--- src/hdl/tmsp_pkg.sv ---
`timescale 1ns / 1ps
// ----------------------------------------------------------------------------
// tmsp_pkg
// Shared constants, record codes and record types for the tracker module
// stream parser.
// ----------------------------------------------------------------------------
package tmsp_pkg;

  // File layout
  localparam int SAMPLE_SLOTS     = 31;
  localparam int ORDER_ENTRIES    = 128;
  localparam int ROWS_PER_PATTERN = 64;
  localparam int CHANNELS         = 4;
  localparam int NAME_BYTES       = 20;
  localparam int HEADER_BYTES     = 30;
  localparam int HEADER_NAME      = 22;
  localparam int NOTE_BYTES       = 4;
  localparam int TAG_BYTES        = (SAMPLE_SLOTS == 31) ? 4 : 0;

  localparam int POS_W  = 19;
  localparam int HOFF_W = 5;
  localparam int SLOT_W = 5;
  localparam int HELD_N = 7;

  localparam int NOTE_SHIFT    = $clog2(NOTE_BYTES);
  localparam int CH_W          = $clog2(CHANNELS);
  localparam int ROW_W         = $clog2(ROWS_PER_PATTERN);
  localparam int PATTERN_SHIFT = NOTE_SHIFT + CH_W + ROW_W;

  localparam logic [POS_W-1:0] NAME_END      = POS_W'(NAME_BYTES);
  localparam logic [POS_W-1:0] SAMPLES_END   = POS_W'(NAME_BYTES + HEADER_BYTES * SAMPLE_SLOTS);
  localparam logic [POS_W-1:0] ORDERS_START  = POS_W'(NAME_BYTES + HEADER_BYTES * SAMPLE_SLOTS
                                                      + 2);
  localparam logic [POS_W-1:0] ORDERS_END    = POS_W'(NAME_BYTES + HEADER_BYTES * SAMPLE_SLOTS
                                                      + 2 + ORDER_ENTRIES);
  localparam logic [POS_W-1:0] PATTERN_START = POS_W'(NAME_BYTES + HEADER_BYTES * SAMPLE_SLOTS
                                                      + 2 + ORDER_ENTRIES + TAG_BYTES);

  localparam logic [HOFF_W-1:0] HOFF_NAME_END = HOFF_W'(HEADER_NAME);
  localparam logic [HOFF_W-1:0] HOFF_LAST     = HOFF_W'(HEADER_BYTES - 1);
  localparam logic [7:0]        ORDER_LAST    = 8'(ORDER_ENTRIES - 1);

  // Record kinds
  localparam logic [2:0] KIND_SAMPLE     = 3'd0;
  localparam logic [2:0] KIND_SONG_LEN   = 3'd1;
  localparam logic [2:0] KIND_ORDER      = 3'd2;
  localparam logic [2:0] KIND_PAT_COUNT  = 3'd3;
  localparam logic [2:0] KIND_NOTE       = 3'd4;
  localparam logic [2:0] KIND_DATA_OFFS  = 3'd5;

  // One result record
  typedef struct packed {
    logic [2:0]  record_kind;
    logic [7:0]  item_index;
    logic [5:0]  row_number;
    logic [1:0]  channel_number;
    logic [18:0] word_a;
    logic [15:0] word_b;
    logic [15:0] word_c;
    logic [7:0]  byte_a;
    logic [7:0]  byte_b;
    logic        last_result;
  } tmsp_result_t;

  // Records produced by one byte, handed from the parser to the queue
  typedef struct packed {
    logic [1:0]   count;
    tmsp_result_t r0;
    tmsp_result_t r1;
  } tmsp_push_t;

  localparam int QUEUE_DEPTH = 4;
  localparam int QCNT_W      = $clog2(QUEUE_DEPTH + 1);

endpackage

--- src/hdl/tmsp_if.sv ---
`timescale 1ns / 1ps
// ----------------------------------------------------------------------------
// tmsp_in_if / tmsp_out_if
// Valid/ready channels for module file bytes and parsed records.
// ----------------------------------------------------------------------------
interface tmsp_in_if ();
  logic       valid;
  logic       ready;
  logic [7:0] data_byte;
  logic       start_of_file;

  modport source (output valid, output data_byte, output start_of_file, input ready);
  modport sink   (input valid, input data_byte, input start_of_file, output ready);
endinterface

interface tmsp_out_if ();
  logic        valid;
  logic        ready;
  logic [2:0]  record_kind;
  logic [7:0]  item_index;
  logic [5:0]  row_number;
  logic [1:0]  channel_number;
  logic [18:0] word_a;
  logic [15:0] word_b;
  logic [15:0] word_c;
  logic [7:0]  byte_a;
  logic [7:0]  byte_b;
  logic        last_result;

  modport source (output valid, output record_kind, output item_index, output row_number,
                  output channel_number, output word_a, output word_b, output word_c,
                  output byte_a, output byte_b, output last_result, input ready);
  modport sink   (input valid, input record_kind, input item_index, input row_number,
                  input channel_number, input word_a, input word_b, input word_c,
                  input byte_a, input byte_b, input last_result, output ready);
endinterface

--- src/hdl/tmsp_parse_core.sv ---
`timescale 1ns / 1ps
// ----------------------------------------------------------------------------
// tmsp_parse_core
// Input byte register, parse position state and record assembly. Each byte
// is decoded into zero, one or two records.
// ----------------------------------------------------------------------------
module tmsp_parse_core import tmsp_pkg::*; (
  input  logic       clk,
  input  logic       rst_n,
  tmsp_in_if.sink    in_chan,
  input  logic       room,
  output tmsp_push_t push
);

  // Input register
  logic       hold_v_r, hold_v_nxt;
  logic [7:0] hold_data_r;
  logic       hold_sof_r;
  logic       in_take, advance;

  assign advance       = hold_v_r & room;
  assign in_chan.ready = !hold_v_r || room;
  assign in_take       = in_chan.valid && in_chan.ready;
  assign hold_v_nxt    = in_take || (hold_v_r && !room);

  always_ff @(posedge clk) begin
    if (!rst_n) begin
      hold_v_r <= 1'b0;
    end else begin
      hold_v_r <= hold_v_nxt;
    end
  end

  always_ff @(posedge clk) begin
    if (in_take) begin
      hold_data_r <= in_chan.data_byte;
      hold_sof_r  <= in_chan.start_of_file;
    end
  end

  // Parse state
  logic [POS_W-1:0]  pos_r, pos_nxt;
  logic [SLOT_W-1:0] slot_r, slot_nxt;
  logic [HOFF_W-1:0] hoff_r, hoff_nxt;
  logic [7:0]        largest_r, largest_nxt;
  logic [8:0]        ptotal_r, ptotal_nxt;
  logic              fin_r, fin_nxt;
  logic [7:0]        held_r [HELD_N];

  // State as seen by this byte (start flag clears it first)
  logic [POS_W-1:0]  pos;
  logic [SLOT_W-1:0] slot;
  logic [HOFF_W-1:0] hoff;
  logic [7:0]        largest;
  logic [8:0]        ptotal;
  logic              fin;

  logic [7:0]        d;
  logic              in_hdr, is_len, in_ord, in_pat;
  logic [POS_W-1:0]  rel, ord_rel, pat_bytes;
  logic [7:0]        ord_idx, new_max;
  logic [1:0]        nb;
  logic              held_we;
  logic [2:0]        held_idx;
  logic              pv, sv;
  tmsp_result_t      p, s;

  always_comb begin
    d       = hold_data_r;
    pos     = hold_sof_r ? '0 : pos_r;
    slot    = hold_sof_r ? '0 : slot_r;
    hoff    = hold_sof_r ? '0 : hoff_r;
    largest = hold_sof_r ? '0 : largest_r;
    ptotal  = hold_sof_r ? '0 : ptotal_r;
    fin     = hold_sof_r ? 1'b0 : fin_r;

    in_hdr    = (pos >= NAME_END) && (pos < SAMPLES_END);
    is_len    = (pos == SAMPLES_END);
    in_ord    = (pos >= ORDERS_START) && (pos < ORDERS_END);
    in_pat    = (pos >= PATTERN_START);
    rel       = pos - PATTERN_START;
    ord_rel   = pos - ORDERS_START;
    ord_idx   = ord_rel[7:0];
    nb        = rel[NOTE_SHIFT-1:0];
    pat_bytes = POS_W'({ptotal, {PATTERN_SHIFT{1'b0}}});
    new_max   = (d > largest) ? d : largest;

    pos_nxt     = pos + 1'b1;
    slot_nxt    = slot;
    hoff_nxt    = hoff;
    largest_nxt = largest;
    ptotal_nxt  = ptotal;
    fin_nxt     = fin;
    held_we     = 1'b0;
    held_idx    = '0;
    pv          = 1'b0;
    sv          = 1'b0;
    p           = '0;
    s           = '0;

    if (fin) begin
      pos_nxt = pos;
    end else begin
      // Sample headers: name skipped, 7 bytes held, record on the last byte
      if (in_hdr) begin
        if (hoff == HOFF_LAST) begin
          hoff_nxt = '0;
          slot_nxt = slot + 1'b1;
          pv = 1'b1;
          p.record_kind = KIND_SAMPLE;
          p.item_index  = 8'(slot);
          p.word_a      = 19'({held_r[0], held_r[1], 1'b0});
          p.word_b      = {held_r[4], held_r[5]};
          p.word_c      = {held_r[6], d};
          p.byte_a      = held_r[2];
          p.byte_b      = held_r[3];
        end else begin
          hoff_nxt = hoff + 1'b1;
          if (hoff >= HOFF_NAME_END) begin
            held_we  = 1'b1;
            held_idx = 3'(hoff - HOFF_NAME_END);
          end
        end
      end

      // Song length
      if (is_len) begin
        pv = 1'b1;
        p.record_kind = KIND_SONG_LEN;
        p.word_a      = 19'(d);
      end

      // Order table; pattern count follows the last entry
      if (in_ord) begin
        largest_nxt = new_max;
        pv = 1'b1;
        p.record_kind = KIND_ORDER;
        p.item_index  = ord_idx;
        p.word_a      = 19'(d);
        if (ord_idx == ORDER_LAST) begin
          ptotal_nxt = {1'b0, new_max} + 9'd1;
          sv = 1'b1;
          s.record_kind = KIND_PAT_COUNT;
          s.word_a      = 19'(ptotal_nxt);
        end
      end

      // Pattern notes; data offset after the last pattern byte
      if (in_pat) begin
        if (nb == 2'(NOTE_BYTES - 1)) begin
          pv = 1'b1;
          p.record_kind    = KIND_NOTE;
          p.item_index     = rel[PATTERN_SHIFT+7:PATTERN_SHIFT];
          p.row_number     = rel[PATTERN_SHIFT-1:NOTE_SHIFT+CH_W];
          p.channel_number = rel[NOTE_SHIFT+CH_W-1:NOTE_SHIFT];
          p.word_a         = 19'({held_r[0][3:0], held_r[1]});
          p.word_b         = 16'({held_r[0][7:4], held_r[2][7:4]});
          p.word_c         = 16'(d);
          p.byte_a         = 8'(held_r[2][7:4]);
        end else begin
          held_we  = 1'b1;
          held_idx = 3'(nb);
        end
        if (({1'b0, rel} + 1'b1) >= {1'b0, pat_bytes}) begin
          fin_nxt = 1'b1;
          sv = 1'b1;
          s.record_kind = KIND_DATA_OFFS;
          s.word_a      = PATTERN_START + pat_bytes;
        end
      end
    end

    p.last_result = !sv;
    s.last_result = 1'b1;

    push.count = advance ? (2'(pv) + 2'(sv)) : 2'd0;
    push.r0    = pv ? p : s;
    push.r1    = s;
  end

  always_ff @(posedge clk) begin
    if (!rst_n) begin
      pos_r     <= '0;
      slot_r    <= '0;
      hoff_r    <= '0;
      largest_r <= '0;
      ptotal_r  <= '0;
      fin_r     <= 1'b0;
    end else if (advance) begin
      pos_r     <= pos_nxt;
      slot_r    <= slot_nxt;
      hoff_r    <= hoff_nxt;
      largest_r <= largest_nxt;
      ptotal_r  <= ptotal_nxt;
      fin_r     <= fin_nxt;
    end
  end

  // Held header / note bytes: always written before they are read
  always_ff @(posedge clk) begin
    if (advance && held_we) begin
      held_r[held_idx] <= d;
    end
  end

endmodule

--- src/hdl/tmsp_result_queue.sv ---
`timescale 1ns / 1ps
// ----------------------------------------------------------------------------
// tmsp_result_queue
// Four-entry shifting record queue. Takes up to two records a cycle and
// presents the oldest one from a register on the output channel.
// ----------------------------------------------------------------------------
module tmsp_result_queue import tmsp_pkg::*; (
  input  logic        clk,
  input  logic        rst_n,
  input  tmsp_push_t  push,
  output logic        room,
  tmsp_out_if.source  out_chan
);

  tmsp_result_t      q_r [QUEUE_DEPTH];
  tmsp_result_t      q_nxt [QUEUE_DEPTH];
  tmsp_result_t      shifted [QUEUE_DEPTH];
  logic [QCNT_W-1:0] cnt_r, cnt_nxt, cnt_after;
  logic              pop;

  // Room for a two-record byte, judged before this cycle's pop
  assign room = (cnt_r <= QCNT_W'(QUEUE_DEPTH - 2));
  assign pop  = (cnt_r != '0) && out_chan.ready;

  // Shift out the head, then append new records behind the survivors
  always_comb begin
    cnt_after = cnt_r - QCNT_W'(pop);
    for (int i = 0; i < QUEUE_DEPTH; i++) begin
      if (pop && (i < QUEUE_DEPTH - 1)) begin
        shifted[i] = q_r[i + 1];
      end else begin
        shifted[i] = q_r[i];
      end
    end
    for (int i = 0; i < QUEUE_DEPTH; i++) begin
      q_nxt[i] = shifted[i];
      if ((push.count != 2'd0) && (QCNT_W'(i) == cnt_after)) begin
        q_nxt[i] = push.r0;
      end
      if ((push.count == 2'd2) && (QCNT_W'(i) == cnt_after + 1'b1)) begin
        q_nxt[i] = push.r1;
      end
    end
    cnt_nxt = cnt_after + QCNT_W'(push.count);
  end

  always_ff @(posedge clk) begin
    if (!rst_n) begin
      cnt_r <= '0;
    end else begin
      cnt_r <= cnt_nxt;
    end
  end

  always_ff @(posedge clk) begin
    for (int i = 0; i < QUEUE_DEPTH; i++) begin
      q_r[i] <= q_nxt[i];
    end
  end

  // Head of the queue drives the channel
  assign out_chan.valid          = (cnt_r != '0);
  assign out_chan.record_kind    = q_r[0].record_kind;
  assign out_chan.item_index     = q_r[0].item_index;
  assign out_chan.row_number     = q_r[0].row_number;
  assign out_chan.channel_number = q_r[0].channel_number;
  assign out_chan.word_a         = q_r[0].word_a;
  assign out_chan.word_b         = q_r[0].word_b;
  assign out_chan.word_c         = q_r[0].word_c;
  assign out_chan.byte_a         = q_r[0].byte_a;
  assign out_chan.byte_b         = q_r[0].byte_b;
  assign out_chan.last_result    = q_r[0].last_result;

endmodule

--- src/hdl/tracker_module_stream_parser.sv ---
`timescale 1ns / 1ps
// ----------------------------------------------------------------------------
// tracker_module_stream_parser
// Byte-serial parser for four-channel tracker module files.
// ----------------------------------------------------------------------------
// Takes one module byte per cycle on in_chan while ready is high
// (start_of_file marks byte 0 and restarts parsing) and emits sample header,
// song length, order entry, pattern count, note and sample data offset
// records on out_chan, one record per cycle while out_chan is ready, the last
// record of each byte flagged by last_result. A byte is registered, decoded
// from the input register and its records land in a four-entry output queue,
// whose head register presents the first record. Throughput is one byte per
// cycle without back-pressure; the last order byte and the last pattern byte
// each make two records. A new byte is accepted while the input register is
// empty or the queue holds at most two records; the output queue and its
// drain rate set the figure under back-pressure. Bytes after the data offset
// record are taken and dropped until the next start_of_file.
// ----------------------------------------------------------------------------
module tracker_module_stream_parser import tmsp_pkg::*; (
  input  logic       clk,
  input  logic       rst_n,
  tmsp_in_if.sink    in_chan,
  tmsp_out_if.source out_chan
);

  tmsp_push_t push;
  logic       room;

  tmsp_parse_core u_core (
    .clk     (clk),
    .rst_n   (rst_n),
    .in_chan (in_chan),
    .room    (room),
    .push    (push)
  );

  tmsp_result_queue u_queue (
    .clk      (clk),
    .rst_n    (rst_n),
    .push     (push),
    .room     (room),
    .out_chan (out_chan)
  );

  // Queue comes out of reset empty
  a_reset_empty: assert property (@(posedge clk) !rst_n |=> !out_chan.valid)
    else $error("record presented right after reset");

  // Pattern count is always the final record of its byte
  a_count_last: assert property (@(posedge clk) disable iff (!rst_n)
    (out_chan.valid && out_chan.record_kind == KIND_PAT_COUNT) |-> out_chan.last_result)
    else $error("pattern count not flagged last");

  // Only the last order entry is followed by a second record
  a_order_last: assert property (@(posedge clk) disable iff (!rst_n)
    (out_chan.valid && out_chan.record_kind == KIND_ORDER && out_chan.item_index != ORDER_LAST)
    |-> out_chan.last_result)
    else $error("order entry wrongly followed by a record");

  // Row and channel are only set on note records
  a_note_pos: assert property (@(posedge clk) disable iff (!rst_n)
    (out_chan.valid && out_chan.record_kind != KIND_NOTE)
    |-> (out_chan.row_number == '0 && out_chan.channel_number == '0))
    else $error("row or channel set on a non-note record");

endmodule
--- src/flat_wrapper.sv ---
// flat-port wrapper written by rule: the top's interface ports become plain ports
module tracker_module_stream_parser_flat import tmsp_pkg::*;
  (clk, rst_n, in_chan_valid, in_chan_data_byte, in_chan_start_of_file, in_chan_ready, out_chan_valid, out_chan_record_kind, out_chan_item_index, out_chan_row_number, out_chan_channel_number, out_chan_word_a, out_chan_word_b, out_chan_word_c, out_chan_byte_a, out_chan_byte_b, out_chan_last_result, out_chan_ready);
  tmsp_in_if in_chan_i ();
  tmsp_out_if out_chan_i ();
  input  logic clk;
  input  logic rst_n;
  input wire logic [$bits(in_chan_i.valid)-1:0] in_chan_valid;
  input wire logic [$bits(in_chan_i.data_byte)-1:0] in_chan_data_byte;
  input wire logic [$bits(in_chan_i.start_of_file)-1:0] in_chan_start_of_file;
  output wire logic [$bits(in_chan_i.ready)-1:0] in_chan_ready;
  output wire logic [$bits(out_chan_i.valid)-1:0] out_chan_valid;
  output wire logic [$bits(out_chan_i.record_kind)-1:0] out_chan_record_kind;
  output wire logic [$bits(out_chan_i.item_index)-1:0] out_chan_item_index;
  output wire logic [$bits(out_chan_i.row_number)-1:0] out_chan_row_number;
  output wire logic [$bits(out_chan_i.channel_number)-1:0] out_chan_channel_number;
  output wire logic [$bits(out_chan_i.word_a)-1:0] out_chan_word_a;
  output wire logic [$bits(out_chan_i.word_b)-1:0] out_chan_word_b;
  output wire logic [$bits(out_chan_i.word_c)-1:0] out_chan_word_c;
  output wire logic [$bits(out_chan_i.byte_a)-1:0] out_chan_byte_a;
  output wire logic [$bits(out_chan_i.byte_b)-1:0] out_chan_byte_b;
  output wire logic [$bits(out_chan_i.last_result)-1:0] out_chan_last_result;
  input wire logic [$bits(out_chan_i.ready)-1:0] out_chan_ready;
  assign in_chan_i.valid = in_chan_valid;
  assign in_chan_i.data_byte = in_chan_data_byte;
  assign in_chan_i.start_of_file = in_chan_start_of_file;
  assign in_chan_ready = in_chan_i.ready;
  assign out_chan_valid = out_chan_i.valid;
  assign out_chan_record_kind = out_chan_i.record_kind;
  assign out_chan_item_index = out_chan_i.item_index;
  assign out_chan_row_number = out_chan_i.row_number;
  assign out_chan_channel_number = out_chan_i.channel_number;
  assign out_chan_word_a = out_chan_i.word_a;
  assign out_chan_word_b = out_chan_i.word_b;
  assign out_chan_word_c = out_chan_i.word_c;
  assign out_chan_byte_a = out_chan_i.byte_a;
  assign out_chan_byte_b = out_chan_i.byte_b;
  assign out_chan_last_result = out_chan_i.last_result;
  assign out_chan_i.ready = out_chan_ready;
  tracker_module_stream_parser u_core (.clk(clk), .rst_n(rst_n), .in_chan(in_chan_i), .out_chan(out_chan_i));
endmodule
--- config.mk ---
export PLATFORM = sky130hd
export DESIGN_NAME = tracker_module_stream_parser_flat
export DESIGN_NICKNAME = d
export VERILOG_FILES = /design/src/hdl/tmsp_pkg.sv /design/src/hdl/tmsp_if.sv /design/src/hdl/tmsp_parse_core.sv /design/src/hdl/tmsp_result_queue.sv /design/src/hdl/tracker_module_stream_parser.sv /design/src/flat_wrapper.sv
export SDC_FILE = /design/constraint.sdc
export NUM_CORES = 1
export LEC_CHECK = 0
export ABC_CLOCK_PERIOD_IN_PS = 9700
export BUFFER_PORTS_ARGS = -buffer_cell sky130_fd_sc_hd__buf_4
export CAP_MARGIN = 10
export CORE_UTILIZATION = 60
export CTS_CLUSTER_SIZE = 24
export DETAILED_ROUTE_END_ITERATION = 8
export PLACE_DENSITY_LB_ADDON = 0.05
export SYNTH_ARGS = -nofsm -noshare
export SYNTH_HDL_FRONTEND = slang
export SYNTH_SLANG_ARGS = --single-unit
export TNS_END_PERCENT = 30
--- constraint.sdc ---
create_clock -name clk -period 9.7 [get_ports clk]
set_input_delay 0.485 -clock clk [delete_from_list [all_inputs] [get_ports clk]]
set_output_delay 0.485 -clock clk [all_outputs]
set_load 0.02 [all_outputs]
Word-level counts from Yosys, hierarchy flattened. Memories as Yosys holds them, arrays and structs flattened. Index checks and enable logic that the tools add are counted.

Register bits after elaboration: 60. Latch bits: 0. Bits in writable memories: 404. ROM bits: 0. Input bits: 13. Word-level logic and storage cells: 151. Memories: 2.

Memories: u_core.u_queue.q_r (depth 4, bits a word 87, read ports 4, clocked after memory_dff 0, write ports 4, line tmsp_result_queue.sv:15) `tmsp_result_t q_r [QUEUE_DEPTH];`; u_core.u_core.held_r (depth 7, bits a word 8, read ports 7, clocked after memory_dff 0, write ports 1, line tmsp_parse_core.sv:48) `logic [7:0] held_r [HELD_N];`.

Add/subtract/negate cells: 13. $mul: 0. Div/mod/pow operators: 0. Order comparisons: 9. Equal/unequal tests: 11. Shift-type cells: 0. Muxes and demuxes: 82. Bitwise operators: 1. Reduce and logical (&&, ||, !) cells: 23.

Operators by type and width (number): two-way mux 87 bit (12); two-way mux 78 bit (2); two-way mux 19 bit (7); two-way mux 65 bit (2); two-way mux 86 bit (1); two-way mux 9 bit (6); two-way mux 5 bit (10); two-way mux 8 bit (4); two-way mux 3 bit (10); two-way mux 1 bit (24); adder 19 x 1 -> 20 bit, second input constant (1); greater-or-equal comparator 20 x 19 -> 1 bit (1); adder 11 x 19 -> 19 bit, first input constant (1); adder 19 x 1 -> 19 bit, second input constant (1); == test 19 x 10 -> 1 bit, second input constant (1); greater-or-equal comparator 19 x 10 -> 1 bit, second input constant (1); greater-or-equal comparator 19 x 11 -> 1 bit, second input constant (1); greater-or-equal comparator 19 x 5 -> 1 bit, second input constant (1); less-than comparator 19 x 10 -> 1 bit, second input constant (1); less-than comparator 19 x 11 -> 1 bit, second input constant (1); subtractor 19 x 11 -> 19 bit, second input constant (1); logical AND 1 bit (14); == test 2 x 3 -> 1 bit, first input constant (4); two-way mux 11 bit (1); other kinds (22) (31).

Logic depth before layout (Yosys ltp). Gate-level depths: netlist (run 1).

Word-level depth: 15. Gate-level depth with buffers: 36. Gate-level depth less buffers: 30.

By module. Synthesis (run 1) repeated with hierarchy kept, for this count alone.

Cells, all modules: 2855. Area, all modules: 28108.2 um^2.

Modules (own cells, without submodules): tmsp_result_queue (instances 1, cells an instance 1855, area an instance 19708.9 um^2, sequential area each 10510.1 um^2); tmsp_parse_core (instances 1, cells an instance 1000, area an instance 8399.3 um^2, sequential area each 2912.8 um^2).

Worst setup path before layout (run 1). Ideal clock, no wire load.

Path kind: reg2reg. From: register, netlist name u_core.u_core.hold_sof_r. To: memory u_core.u_queue.q_r[1][49] (netlist bit), enable pin. Library setup time: 0.378 ns. Arrival time: 7.055 ns. Setup slack: 2.267 ns. Stages on the path, launching flop included: 34. Period minus slack after synthesis: 7.433 ns. Cell sequence: edfxtp_1 -> buf_2 -> clkbuf_1 -> buf_1 -> clkbuf_1 -> buf_1 -> nor2b_1 -> ha_1 -> buf_2 -> and3_1 -> clkbuf_1 -> xnor2_1 -> nor2_1 -> or4b_1 -> nor2_1 -> nand3_1 -> nor3_1 -> xnor2_1 -> ha_1 -> a41o_1 -> a21oi_1 -> o21ai_0 -> a31o_2 -> a31o_4 -> nor2_1 -> inv_1 -> ha_1 -> nor2_1 -> nor2_1 -> nand2_1 -> nor2_1 -> clkbuf_1 -> nor2_1 -> nand2_1.

RTL lines (line): end, declared (tmsp_result_queue.sv:15).

==> metrics.txt, run 1 <==
status completed; first-pass iteration count of the detailed router 8; crit-path max FO 79; Overflow after GRT 0; Syn Inst Count around 2500; Slew Limit Fails 0; Port Buffer Count slightly above 100; Die Span X roughly 200 microns; CTS tree built; Synth area leader dfxtp_1; Antenna Cells 0; antenna-violating nets left 0; max_slew headroom 24.0%; largest cells by area after synthesis dfxtp_1 (27%), edfxtp_1 (19%), mux2i_1 (8.0%); area delta synth->final 10.9%; Post-CTS Setup Bufs 0; sequential-to-total area share from yosys stat between 40% and 50%; Hold Crit Start in_chan_data_byte[6]; Final Hold Fails 0; Initial Util 61.2%; hold-fix buffers at CTS 0; Placeable Area 0.0378 sq mm; Vias/cell ~6.5; IO Pins between 100 and 150; root buffer cell clkbuf_16; Layout Nets between 2000 and 3000; TritonCTS buffer count 47; Leakage 9.54 nW; Synth Register Bits ~460; Critical Path AT roughly 8.6 ns; clock latency at the later pin of the worst-skew pair 0.62 ns; Post-Route WL around 70 mm; drt wl/cell around 23 microns; PD cells approximately 180 mW/mm^2; Max clock buf depth 3; Yosys cell types a little over 90; # setup viols final 0; Sum Neg Setup Slack 0 ns; RSZ-0062 raised after global routing false; data required time of the worst path a little over 10 ns; Post-synth EDFFs approximately 150; cell mode on critical path nor2_1; Resized Gates After CTS 0; Total GRT Usage 34.9%; drt initial violations around 2000; Crit-path slowest cell buf_4; Critical Path Start u_core.u_core.hold_sof_r; most frequent cells in the layout dfxtp_1 (315), nand2_1 (284), a21oi_1 (256); share of cells above drive strength 1 a little over a tenth; row cnt 71; number of buffers and inverters on the critical path 5; antenna violations before repair 0; Synth Area per Inst 9.19 sq um; dominant synthesized flop cell dfxtp_1; Worst Hold Class in -> reg; total of max-cap violations 0; Final Cycle Share a little over four fifths; Worst Max-Slew Pin Slew 1.14 ns; Period minus WS final 8.22 ns; Chip Height approximately 200 microns; Worst setup EP type flip-flop; H-tree lvl count 2; via count just under 20000; DR DRC count 0; VDD IR max approximately 0.15 mV; Cell Area, Synth 0.0231 sq mm; first-pass GRT wire length ~110 mm; YS warnings 0; clk sink count roughly 460; Die Area approximately 0.04 sq mm; largest net degree at the start of global routing 110; Detail Placement HPWL around 44 mm; total power 4.72 mW; critical path class reg -> reg; placer congestion estimate between 0.9 and 1; CP top delay family simple AND/OR/NAND/NOR gates; Layout Skew about 0.056 ns; highest clock rate 122 MHz; vias in the first global route roughly 18000; leading cell type in the layout, fill and taps excluded dfxtp_1; RR Startpoint u_core.u_core.hold_sof_r; Async SR Flop Fraction 0%; Synth top area share around 27%; startpoint types flip-flop; max incr delay on CP between 0.8 and 0.9 ns; clock slew at reported path FFs around 0.060 ns; syn_nets 2567
==> sequential cells by signal (all words and copies together) (netlist names) <==
name	count
u_core.u_core.d	8
u_core.u_core.fin_r	1
u_core.u_core.held_r	56
u_core.u_core.hoff_r	5
u_core.u_core.hold_sof_r	1
u_core.u_core.hold_v_r	1
u_core.u_core.largest_r	8
u_core.u_core.pos_r	19
u_core.u_core.ptotal_r	9
u_core.u_core.slot_r	5
u_core.u_queue.cnt_r	3
u_core.u_queue.q_r	348
==> path summary, 6_finish.rpt <==
kind / endpoint / slack [ns] / depth (start not counted)
worst max register to register: u_core.u_queue.q_r[1][53] / 1.48 / 29
worst min register to register: u_core.u_queue.q_r[3][8] / 0.45 / 2
worst max-delay path: u_core.u_queue.q_r[1][53] / 1.48 / 29
worst min-delay path: u_core.u_core.d[6] / 0.1 / 1
==> layout make-up <==
cell class                      count  area [sq um]
Fill cell                        3010         12100
Multi-Input combinational cell   1802         11400
Sequential cell                   464         10800
Clock buffer                       66          1360
Timing Repair Buffer              135          1040
Tap cell                          511           639
Clock inverter                     22           262
Inverter                           30           118
==> where the power goes <==
group          total [mW]  leakage [nW]  switching (mW)  internal (mW)
clock                1.88         0.802           0.790           1.09
sequential           2.18          3.88          0.0522           2.12
combinational       0.662          4.87           0.405          0.257
total                4.72          9.54            1.25           3.47
==> layer usage <==
layer / global-route usage [%] / routed length (microns)
met1: 50.2 / 30200
met4: 12.1 / 2110
met2: 53.5 / 30800
met5: 0 / 0
met3: 4.77 / 5830
==> synthesized netlist by cell type (all sizes together) (5+ instances only) <==
| cell | number |
|---|---|
| a211oi | 212 |
| a21boi | 7 |
| a21o | 10 |
| a21oi | 257 |
| a221o | 6 |
| a221oi | 14 |
| a22o | 13 |
| a22oi | 20 |
| a31oi | 7 |
| a32oi | 7 |
| and2 | 31 |
| and3 | 34 |
| and4 | 5 |
| buf | 48 |
| clkbuf | 172 |
| dfxtp | 315 |
| edfxtp | 149 |
| ha | 37 |
| inv | 28 |
| mux2i | 185 |
| nand2 | 290 |
| nand2b | 15 |
| nand3 | 93 |
| nand4 | 17 |
| nor2 | 199 |
| nor2b | 35 |
| nor3 | 39 |
| nor4 | 14 |
| o211a | 5 |
| o211ai | 14 |
| o21a | 5 |
| o21ai | 67 |
| o22ai | 26 |
| or2 | 7 |
| or3 | 12 |
| or4 | 5 |
| xnor2 | 27 |
| xor2 | 29 |
==> cells by family after synthesis <==
kind of cell    count (synthesis)  synth area share (%)
fa+ha+maj                      38                  2.09
simple gates                  817                  16.6
compound gates                706                  20.2
flops                         464                  46.6
buf+inv                       250                  4.30
xor+xnor                       56                  2.12
mux                           185                  8.01
==> metrics by stage <==
| step | hold slack [ns] | instance area [sq um] | util, % | setup WS, ns | cells |
|---|---|---|---|---|---|
| final | 0.0963 | 25600 | 67.9 | 1.48 | 3030 |
| after global routing | 0.0839 | 25600 | 67.9 | 0.904 | 3030 |
| after detailed placement | 0.444 | 24000 | 63.6 | 1.54 | 2942 |
| after floorplan | 0.432 | 23100 | - | 2.27 | 2516 |
| after CTS | 0.0762 | 25600 | 67.9 | 1.55 | 3030 |
| after global placement | 0.437 | 24000 | 63.6 | 1.83 | 2942 |
Note: power is estimated with default switching activity, not from simulation.
==> run 2, diff against run 1 <==
- ABC_CLOCK_PERIOD_IN_PS: 9700 -> 6800
- CORE_UTILIZATION: 60 -> 56
- clock period: 9.7 -> 6.8 ns (I/O delays scaled with it)
==> metrics.txt, run 2 (synthesis results as in run 1) <==
critical path class reg -> reg (unchanged); Final Hold Fails 0 (unchanged); filler instances 3341 (was 3010); Regs by FF count u_core.u_queue.q_r (348), u_core.u_core.held_r (56), u_core.u_core.pos_r (19) (unchanged); drt initial violations 2058 (was 1971); Placeable Area 0.0407 sq mm (was 0.0378 sq mm); Initial Util 56.8% (was 61.2%); vias in the first global route 18672 (was 18135); Final Cycle Share 92.9% (was 84.7%); logic gate share of total power 14.0% (about the same); Period minus WS final 6.32 ns (was 8.22 ns); crit-path max FO 21 (was 79); Overflow after GRT 0 (unchanged); Slew Limit Fails 0 (unchanged); number of flip-flops in the largest register 348 (unchanged); CP top delay family simple AND/OR/NAND/NOR gates (unchanged); PD cells 264 mW/mm^2 (was 184 mW/mm^2); Max clock buf depth 3 (unchanged); first-pass GRT wire length 108 mm (was 106 mm); Pint 5.11 mW (was 3.47 mW); Sw Ratio 26.4% (about the same); Port Buffer Count 101 (unchanged); Die Area 0.0421 sq mm (was 0.0393 sq mm); Chip Height 205 microns (was 198 microns); Layout Nets 2586 (was 2531); IO Pins 102 (unchanged); clk sink count 464 (unchanged); H-tree lvl count 2 (unchanged); root buffer cell clkbuf_16 (unchanged); DR DRC count 0 (unchanged); max incr delay on CP 0.55 ns (was 0.84 ns); via count 19739 (was 19649); cell mode on critical path nor2_1 (unchanged); Net Sw Power 1.83 mW (was 1.25 mW); share of cells above drive strength 1 12.5% (was 10.5%); status completed (unchanged); drt wl/cell 22.3 microns (was 22.7 microns); Antenna Cells 0 (unchanged); TritonCTS buffer count 51 (was 47); first-pass iteration count of the detailed router 6 (was 8); Hold Slack 0.232 ns (was 0.0963 ns); Sum Neg Setup Slack 0 ns (unchanged); Worst setup EP type flip-flop (unchanged); Crit-path slowest cell or4b_1 (was buf_4); data required time of the worst path 7.07 ns (was 10.05 ns); row cnt 74 (was 71); post-route cell area 0.0263 sq mm (was 0.0256 sq mm); Total GRT Usage 32.7% (was 34.9%); clock share of power 41.5% (was 39.9%); leading cell type in the layout, fill and taps excluded dfxtp_1 (unchanged); Worst Max-Slew Pin Slew 1.18 ns (was 1.14 ns); # setup viols final 0 (unchanged); area delta synth->final 14.0% (was 10.9%); clock latency at the later pin of the worst-skew pair 0.62 ns (about the same); largest net degree at the start of global routing 99 (was 110); Critical Path AT 6.59 ns (was 8.57 ns); Cell Area, Placed 0.0245 sq mm (was 0.0240 sq mm); startpoint types flip-flop (unchanged); clock slew at reported path FFs 0.06 ns (about the same); total of max-cap violations 0 (unchanged); CTS tree built (unchanged); VDD IR max 0.220 mV (was 0.155 mV); max_slew headroom 21.1% (was 24.0%); sequential share of power 44.6% (was 46.1%); Die Span X 205 microns (was 198 microns); highest clock rate 158 MHz (was 122 MHz); Post-Route WL 69.3 mm (was 68.9 mm); Detail Placement HPWL 44.9 mm (was 43.9 mm); Leakage 9.95 nW (was 9.54 nW); antenna violations before repair 0 (unchanged); Reg with most FFs u_core.u_queue.q_r (unchanged); placer congestion estimate 0.937 (was 0.951); antenna-violating nets left 0 (unchanged); Worst Hold Class in -> reg (unchanged); Vias/cell 6.35 (was 6.48); Layout Skew 0.0261 ns (was 0.0557 ns); most frequent cells in the layout dfxtp_1 (314), nand2_1 (280), a21oi_1 (256) (was dfxtp_1 (315), nand2_1 (284), a21oi_1 (256)); number of buffers and inverters on the critical path 3 (was 5)
run 2: cell count changes in the layout (fill, tap and decap cells not counted), moves of 2 or more:
cell and change:
nand2_1 -4, clkinv_2 +3, nand2_4 +2, buf_12 +7, clkbuf_16 +5, buf_4 +34, nand2_2 +2, dlygate4sd3_1 +10
run 2: layer usage:
| metal | GRT usage, % | wire (microns) |
|---|---|---|
| met1 | 45.5 | 30500 |
| met2 | 51.0 | 31000 |
| met3 | 6.89 | 5850 |
| met4 | 9.74 | 1910 |
| met5 | 0 | 0 |
run 2: worst paths after layout:
check	startpoint	end	slack [ns]	cells past startpoint
max reg2reg	u_core.u_core.hold_sof_r	u_core.u_queue.q_r[1][86]	0.48	27
min	rst_n	u_core.u_core.pos_r[9]	0.23	2
max	u_core.u_core.hold_sof_r	u_core.u_queue.q_r[1][86]	0.48	27
min reg2reg	u_core.u_queue.q_r[3][30]	u_core.u_queue.q_r[3][30]	0.45	2
run 2: repair_timing:
item | 4_1_cts | 5_1_grt
endpoints found under the hold margin | 10 | 0
hold buffers | 10 | 0
setup endpoints to repair | 0 | 342
setup buffers | 0 | 1
resized for setup | 0 | 7
run 2: stage by stage:
| step | worst slack [ns] | util [%] | total power, mW | cells |
|---|---|---|---|---|
| after floorplan | -0.0225 | - | 3.80 | 2516 |
| after global placement | 0.402 | 60.0 | 4.09 | 3003 |
| after detailed placement | 0.207 | 60.0 | 4.11 | 3003 |
| after CTS | 0.183 | 64.6 | 6.97 | 3109 |
| after global routing | -0.00149 | 64.7 | 7.17 | 3110 |
| final | 0.480 | 64.7 | 6.95 | 3110 |
run 2: area by class of cell:
type                            count  area, sq um  area share (%)
Tap cell                          532          666            2.53
Clock buffer                       70         1470            5.58
Inverter                           30          118           0.446
Sequential cell                   464        10800            40.9
Clock inverter                     26          293            1.11
Multi-Input combinational cell   1802        11500            43.6
Timing Repair Buffer              186         1530            5.82
run 2: power by group through the flow:
| stage | combinational, mW | clock (mW) | sequential, mW |
|---|---|---|---|
| after floorplan | 0.610 | 0 | 3.19 |
| after global placement | 0.948 | 0 | 3.15 |
| after detailed placement | 0.955 | 0 | 3.15 |
| after CTS | 0.966 | 2.91 | 3.09 |
| after global routing | 1.03 | 3.03 | 3.11 |
| final | 0.970 | 2.88 | 3.09 |
